## src/rtl/pfs_pkg.sv

```systemverilog
// Package for the streaming prefix-function block.
// Field widths and the default string capacity; no dependencies.
`default_nettype none

package pfs_pkg;

    localparam int SYMBOL_W    = 8;
    localparam int PREFIX_W    = 10;
    localparam int MAX_LEN_DEF = 1024;

endpackage

`default_nettype wire

```

## src/rtl/pfs_ctrl.sv

```systemverilog
// Sequencer for the prefix function: candidate compare, fallback, result register.
// Depends on pfs_pkg; drives the read and write ports of pfs_store.
`default_nettype none

module pfs_ctrl #(
    parameter int MAX_LEN = 1024,
    parameter int AW      = 10,
    parameter int PW      = 11
) (
    input  wire logic                         i_clk,
    input  wire logic                         i_rst_n,
    input  wire logic                         i_valid,
    output logic                              o_stall,
    input  wire logic [pfs_pkg::SYMBOL_W-1:0] i_symbol,
    input  wire logic                         i_last,
    output logic                              o_valid,
    input  wire logic                         i_stall,
    output logic      [pfs_pkg::PREFIX_W-1:0] o_prefix_length,
    output logic                              o_overflow,
    output logic                              o_end_of_string,
    output logic      [AW-1:0]                o_rd_addr,
    input  wire logic [pfs_pkg::SYMBOL_W-1:0] i_rd_symbol,
    input  wire logic [AW-1:0]                i_rd_border,
    output logic                              o_wr_en,
    output logic      [AW-1:0]                o_wr_addr,
    output logic      [pfs_pkg::SYMBOL_W-1:0] o_wr_symbol,
    output logic      [AW-1:0]                o_wr_border
);
    import pfs_pkg::*;

    typedef enum logic [1:0] {S_IDLE, S_CMP, S_EMIT} t_state;

    t_state              r_state, n_state;
    logic [PW-1:0]       r_pos, n_pos;
    logic [AW-1:0]       r_match, n_match;
    logic [SYMBOL_W-1:0] r_sym, n_sym;
    logic                r_last, n_last;
    logic [AW-1:0]       r_cand, n_cand;
    logic [AW-1:0]       r_len, n_len;
    logic                r_ovf, n_ovf;
    logic                r_wr, n_wr;
    logic                r_out_valid, n_out_valid;
    logic [PREFIX_W-1:0] r_out_len, n_out_len;
    logic                r_out_ovf, n_out_ovf;
    logic                r_out_eos, n_out_eos;

    logic [AW-1:0] init_cand;
    logic [AW-1:0] fb_cand;
    logic          sym_hit;
    logic          emit_fire;

    assign init_cand = (PW'(r_match) >= r_pos) ? '0 : r_match;
    assign fb_cand   = (i_rd_border < r_cand) ? i_rd_border : '0;
    assign sym_hit   = (i_rd_symbol == r_sym);
    assign emit_fire = (r_state == S_EMIT) && (!r_out_valid || !i_stall);

    // idle reads the first candidate, compare state reads the fallback one
    assign o_rd_addr = (r_state == S_CMP) ? fb_cand : init_cand;

    assign o_wr_en     = emit_fire && r_wr;
    assign o_wr_addr   = r_pos[AW-1:0];
    assign o_wr_symbol = r_sym;
    assign o_wr_border = r_len;

    assign o_stall         = (r_state != S_IDLE);
    assign o_valid         = r_out_valid;
    assign o_prefix_length = r_out_len;
    assign o_overflow      = r_out_ovf;
    assign o_end_of_string = r_out_eos;

    always_comb begin
        n_state     = r_state;
        n_pos       = r_pos;
        n_match     = r_match;
        n_sym       = r_sym;
        n_last      = r_last;
        n_cand      = r_cand;
        n_len       = r_len;
        n_ovf       = r_ovf;
        n_wr        = r_wr;
        n_out_valid = r_out_valid && i_stall;
        n_out_len   = r_out_len;
        n_out_ovf   = r_out_ovf;
        n_out_eos   = r_out_eos;
        unique case (r_state)
            S_IDLE: begin
                if (i_valid) begin
                    n_sym  = i_symbol;
                    n_last = i_last;
                    n_cand = init_cand;
                    n_len  = '0;
                    if (r_pos == PW'(MAX_LEN)) begin
                        n_ovf   = 1'b1;
                        n_wr    = 1'b0;
                        n_state = S_EMIT;
                    end else if (r_pos == '0) begin
                        n_ovf   = 1'b0;
                        n_wr    = 1'b1;
                        n_state = S_EMIT;
                    end else begin
                        n_ovf   = 1'b0;
                        n_wr    = 1'b1;
                        n_state = S_CMP;
                    end
                end
            end
            S_CMP: begin
                if (sym_hit) begin
                    n_len   = AW'(r_cand + 1'b1);
                    n_state = S_EMIT;
                end else if (r_cand == '0) begin
                    n_len   = '0;
                    n_state = S_EMIT;
                end else begin
                    n_cand = fb_cand;
                end
            end
            S_EMIT: begin
                if (emit_fire) begin
                    n_out_valid = 1'b1;
                    n_out_len   = PREFIX_W'(r_len);
                    n_out_ovf   = r_ovf;
                    n_out_eos   = r_last;
                    n_state     = S_IDLE;
                    if (r_last) begin
                        n_pos   = '0;
                        n_match = '0;
                    end else if (!r_ovf) begin
                        n_pos   = PW'(r_pos + 1'b1);
                        n_match = r_len;
                    end
                end
            end
            default: n_state = S_IDLE;
        endcase
    end

    always_ff @(posedge i_clk) begin
        if (!i_rst_n) begin
            r_state     <= S_IDLE;
            r_pos       <= '0;
            r_match     <= '0;
            r_out_valid <= 1'b0;
        end else begin
            r_state     <= n_state;
            r_pos       <= n_pos;
            r_match     <= n_match;
            r_out_valid <= n_out_valid;
        end
        r_sym     <= n_sym;
        r_last    <= n_last;
        r_cand    <= n_cand;
        r_len     <= n_len;
        r_ovf     <= n_ovf;
        r_wr      <= n_wr;
        r_out_len <= n_out_len;
        r_out_ovf <= n_out_ovf;
        r_out_eos <= n_out_eos;
    end

endmodule

`default_nettype wire

```

## config.mk

```make
export PLATFORM = sky130hd
export DESIGN_NAME = pfs_ctrl
export DESIGN_NICKNAME = d
export VERILOG_FILES = /design/src/rtl/pfs_pkg.sv /design/src/rtl/pfs_ctrl.sv
export SDC_FILE = /design/constraint.sdc
export NUM_CORES = 1
export LEC_CHECK = 0
export BUFFER_PORTS_ARGS = -buffer_cell sky130_fd_sc_hd__buf_2
export CAP_MARGIN = 15
export CORE_AREA = 8 8 126 128
export DETAILED_ROUTE_END_ITERATION = 8
export DIE_AREA = 0 0 134 136
export GPL_TIMING_DRIVEN = 0
export SKIP_CTS_REPAIR_TIMING = 1
export SLEW_MARGIN = 0
export SYNTH_ARGS = -nofsm -noshare
export SYNTH_HDL_FRONTEND = slang
export SYNTH_SLANG_ARGS = --single-unit
```

## constraint.sdc

```tcl
create_clock -name i_clk -period 6.1 [get_ports i_clk]
set_input_delay 1.22 -clock i_clk [delete_from_list [all_inputs] [get_ports i_clk]]
set_output_delay 1.22 -clock i_clk [all_outputs]
set_load 0.05 [all_outputs]
```

# After elaboration in Yosys (flattened, before gate mapping)
# Index checks and enable logic that the tools add are counted.
# word_totals
ff_bits	67
word_cells	70
# classes
addsub	2
n_lt_le_gt_ge	2
n_eq_ne	10
muxes	26
reduce_logical	17
# ops
operator	n
two-way mux 10 bit	11
case mux 10 bit (2 select lines)	2
two-way mux 11 bit	2
two-way mux 2 bit	6
adder 11 x 1 -> 11 bit, second input constant	1
== test 11 bit, second input constant	1
>= comparator 10 x 11 -> 1 bit	1
zero test 11 bit	1
adder 10 x 1 -> 10 bit, second input constant	1
zero test 10 bit	1
< comparator 10 bit	1
inequality test 2 bit, second input constant	5
AND reduction 3 bit	3
== test 8 bit	1
case mux 2 bit (3 select lines)	1
two-way mux 1 bit	4
AND reduction 2 bit	2
AND reduction 4 bit	1
nonzero test 2 bit	2
logical AND 1 bit	3
inequality test 3 x 2 -> 1 bit, second input constant	1
== test 2 x 1 -> 1 bit, second input constant	1
== test 2 bit, second input constant	1
zero test 1 bit	2
2 further kinds	2

# Depth between registers and ports, before layout
# logic_depth
depth_word	5
mapped_depth	7

# Worst setup path before layout
# No wires, ideal clock.
# synth_timing
kind	input to output
start	input port i_rd_border[3]
end	output port o_rd_addr[0]
arrival_ns	3.078
required_ns	4.880
path_slack_ns	1.802
cell_stages	6
path_cell_list	ha_1 > a211o_1 > a21oi_2 > o21ai_2 > a2111oi_4 > a22o_1
# synth_between
elab_chain_cells	3
# synth_lines
item	line	source
from (decl)	pfs_ctrl.sv:23	input wire logic [AW-1:0] i_rd_border,
< comparator 10 bit	pfs_ctrl.sv:53	assign fb_cand = (i_rd_border < r_cand) ? i_rd_border : '0;
two-way mux 10 bit	pfs_ctrl.sv:53	
two-way mux 10 bit	pfs_ctrl.sv:58	assign o_rd_addr = (r_state == S_CMP) ? fb_cand : init_cand;
to (decl)	pfs_ctrl.sv:21	output logic [AW-1:0] o_rd_addr,
# Every way passes these cells.

# Final worst setup path
# layout_timing
start	input port i_rd_border[3]
end	output port o_rd_addr[1]
# Same word-level chain as after synthesis.

==> results.sh <==
export IMPL_status="finished clean"
export IMPL_cts_inserted_buffers=9
export IMPL_htreeDepth=3
export IMPL_clock_latency_ns=0.34
export IMPL_fillers=1436
export IMPL_worstSetupPathType="in2out"
export IMPL_worst_setup_path_end_kind="primary output"
export IMPL_syn_area_sq_mm=0.00339
export IMPL_cp_slowest_cell="a2111oi_4"
export IMPL_post_place_ws_ns=1.47
export IMPL_grt_antenna_before_repair=0
export IMPL_maxSlewHeadroom=0.284
export IMPL_critical_path_peak_fanout=10
export IMPL_synth_top_area_frac=0.381
export IMPL_drv_slew=0
export IMPL_routedWlPerCell_um=15.4
export IMPL_syn2layout_area_growth_pct=28.3
export IMPL_final_hold_violation_count=0
export IMPL_seqCellArea_sq_mm=0.00177
export IMPL_async_flop_share=0
export IMPL_drc_errors=0
export IMPL_synth_area_leaders="edfxtp_1, dfxtp_1, ha_1"
export IMPL_die_w_um=134
export IMPL_rows=44
export IMPL_gp_routability_congestion=0.837
export IMPL_worstPathRequired_ns=4.88
export IMPL_worst_pin_slew_ns=1.07
export IMPL_startpoint_type="primary input"
export IMPL_synth_most_common_cell="edfxtp_1"
export IMPL_arrival_ns=3.41
export IMPL_clk_pin_slew_ns=0.06
export IMPL_grt_pass1_wl_um=14300
export IMPL_routed_via_count=2629
export IMPL_tns_ns=0
export IMPL_p_leak_nw=1.77
export IMPL_grt_setup_unrepaired="no"
export IMPL_cp_common_cell="buf_2"
export IMPL_period_share=0.759
export IMPL_min_from="r_ovf"
export IMPL_post_synth_top_area_cell="edfxtp_1"
export IMPL_ys_types=43
export IMPL_reg2reg_to="o_wr_border[0]"
export IMPL_avgSynthCellArea_sq_um=10.9
export IMPL_cpPeakStageDelay_ns=0.67
export IMPL_ir_drop_mv=0.178
export IMPL_multi_input_area_sq_mm=0.00143
export IMPL_clock_sinks=67
export IMPL_portBuffers=83
export IMPL_timing_final_ws_setup_ns=1.47
export IMPL_final_nets=459
export IMPL_synth_ff_type="edfxtp_1"
export IMPL_crit_chain="buf_2 -> ha_1 -> a211o_1 -> a21oi_2 -> o21ai_2 -> a2111oi_4 -> a22o_1 -> buf_2"
export IMPL_cts_root_buffer="clkbuf_16"
export IMPL_powerDensity_mw_per_mm2=418
export IMPL_max_cap_violations=0
export IMPL_dp_hpwl_um=7350
export IMPL_ios=84
export IMPL_drt_first_pass_iters=7
export IMPL_synth_edff_count=43
export IMPL_grt_max_degree=15
export IMPL_start_util=0.242
export IMPL_diodes=0
export IMPL_reg2reg_from="r_cand[0]"
export IMPL_critical_path_top_delay_family="compound AO/OA/AOI/OAI gates"
export IMPL_clk_path_buf_depth=2
export IMPL_fmax_mhz=216
export IMPL_holdPathStages=0
export IMPL_die_area_sq_mm=0.0182
export IMPL_hold_slack_ns=0.447
export IMPL_grt_ovfl_total=0
export IMPL_design_core_area_sq_mm=0.0140
export IMPL_rr_worst_depth=7
export IMPL_ys_top_cells_by_count="edfxtp_1, nor2_1, inv_1"
export IMPL_r2r_slack_ns=3.45
export IMPL_syn_nets=364
export IMPL_track_usage=0.102
export IMPL_wirelength_um=9130
export IMPL_yosysWarnings=0
export IMPL_ys_seq_area_frac=0.522
export IMPL_worstHoldPathType="reg2reg"
export IMPL_fin_skew_ns=0.0110
export IMPL_setup_viol=0
export IMPL_drive_gt1_frac=0.288
export IMPL_holdPathEnd="o_overflow"
export IMPL_synth_seq_cells=67
export IMPL_die_h_um=136
export IMPL_syn_instance_count=310
export IMPL_path_buf_inv=2
export IMPL_cts_tree="built"
export IMPL_via_per_inst=4.43
export IMPL_layout_min_cycle_time_ns=4.63
export IMPL_final_antenna_net_count=0
export IMPL_drt_initial_drc_count=135
export IMPL_grt_pass1_vias=2740
[cells in the final DEF, fill, tap and decap left out, drive strengths merged, types with 2 or more instances in the layout]
cell / Yosys / final
ha: 23 / 23
clkbuf: 4 / 14
nor4: 3 / 3
a22o: 10 / 10
nand2b: 4 / 4
buf: 11 / 95
nand4: 9 / 9
a21boi: 12 / 12
clkinv: 0 / 2
dfxtp: 24 / 24
or3: 2 / 2
nor2b: 4 / 4
a21oi: 9 / 9
xnor2: 24 / 24
nand3: 17 / 17
a21o: 2 / 2
o21a: 4 / 4
edfxtp: 43 / 43
nor3: 9 / 9
and4: 3 / 3
o21ai: 3 / 3
inv: 25 / 29
and2: 2 / 2
nor2: 28 / 28
a2111oi: 2 / 2
nand2: 21 / 21
[how the worst max path moves through the flow]
stage	startpoint	end	slack [ns]	cells past startpoint
CTS	i_rd_border[3]	o_rd_addr[1]	1.47	8
finish	i_rd_border[3]	o_rd_addr[1]	1.47	8
global route	i_rd_border[3]	o_rd_addr[1]	1.38	8
global placement	i_rd_border[3]	o_rd_addr[9]	1.51	8
detailed placement	i_rd_border[3]	o_rd_addr[3]	1.47	8
floorplan	i_rd_border[3]	o_rd_addr[0]	1.80	6
[cells by family (layout without fill, tap and decap cells)]
kind of cell    count (synthesis)  count (layout)  synth area share
flops                          67              67             0.522
xor+xnor                       24              24            0.0619
buf+inv                        40             140            0.0557
simple gates                  109             109             0.167
compound gates                 47              47             0.108
fa+ha+maj                      23              23            0.0848
[where the power goes]
part           switching (mW)  internal, mW  leakage (nW)  total (mW)
clock network           0.219         0.307         0.150       0.526
logic                   0.457         0.167          1.01       0.624
registers              0.0689         0.602         0.610       0.671
[state kept, by name (all words and copies together) (netlist names)]
| signal | flops |
|---|---|
| r_pos | 11 |
| o_prefix_length | 10 |
| r_last | 1 |
| o_wr_symbol | 8 |
| r_match | 10 |
| o_overflow | 1 |
| o_end_of_string | 1 |
| r_state | 2 |
| r_cand | 10 |
| r_wr | 1 |
| o_wr_border | 10 |
| o_valid | 1 |
| r_ovf | 1 |
[per-stage QoR]
step                      instance area (sq um)  total power [mW]  cells   util
final                                      4350              1.82    594  0.310
after global routing                       4350              1.92    594  0.310
after CTS                                  4350              1.85    594  0.310
after detailed placement                   4050              1.31    578  0.289
after global placement                     4040              1.30    577  0.288
after floorplan                            3390              1.13    310      -
[layer usage]
layer	track usage	wire length, um
met3	0.0351	596
met5	0	0
met4	0.0462	184
met1	0.116	3910
met2	0.171	4430
[layout make-up]
class | instances | area share
multi-input cells | 203 | 0.329
clock buffers | 10 | 0.0575
plain buffers | 15 | 0.0218
well taps | 184 | 0.0529
inverters | 25 | 0.0216
clock inverters | 6 | 0.0121
repair buffers | 84 | 0.0980
flip-flops and latches | 67 | 0.407
No activity file was read; power rests on OpenSTA's default activity.
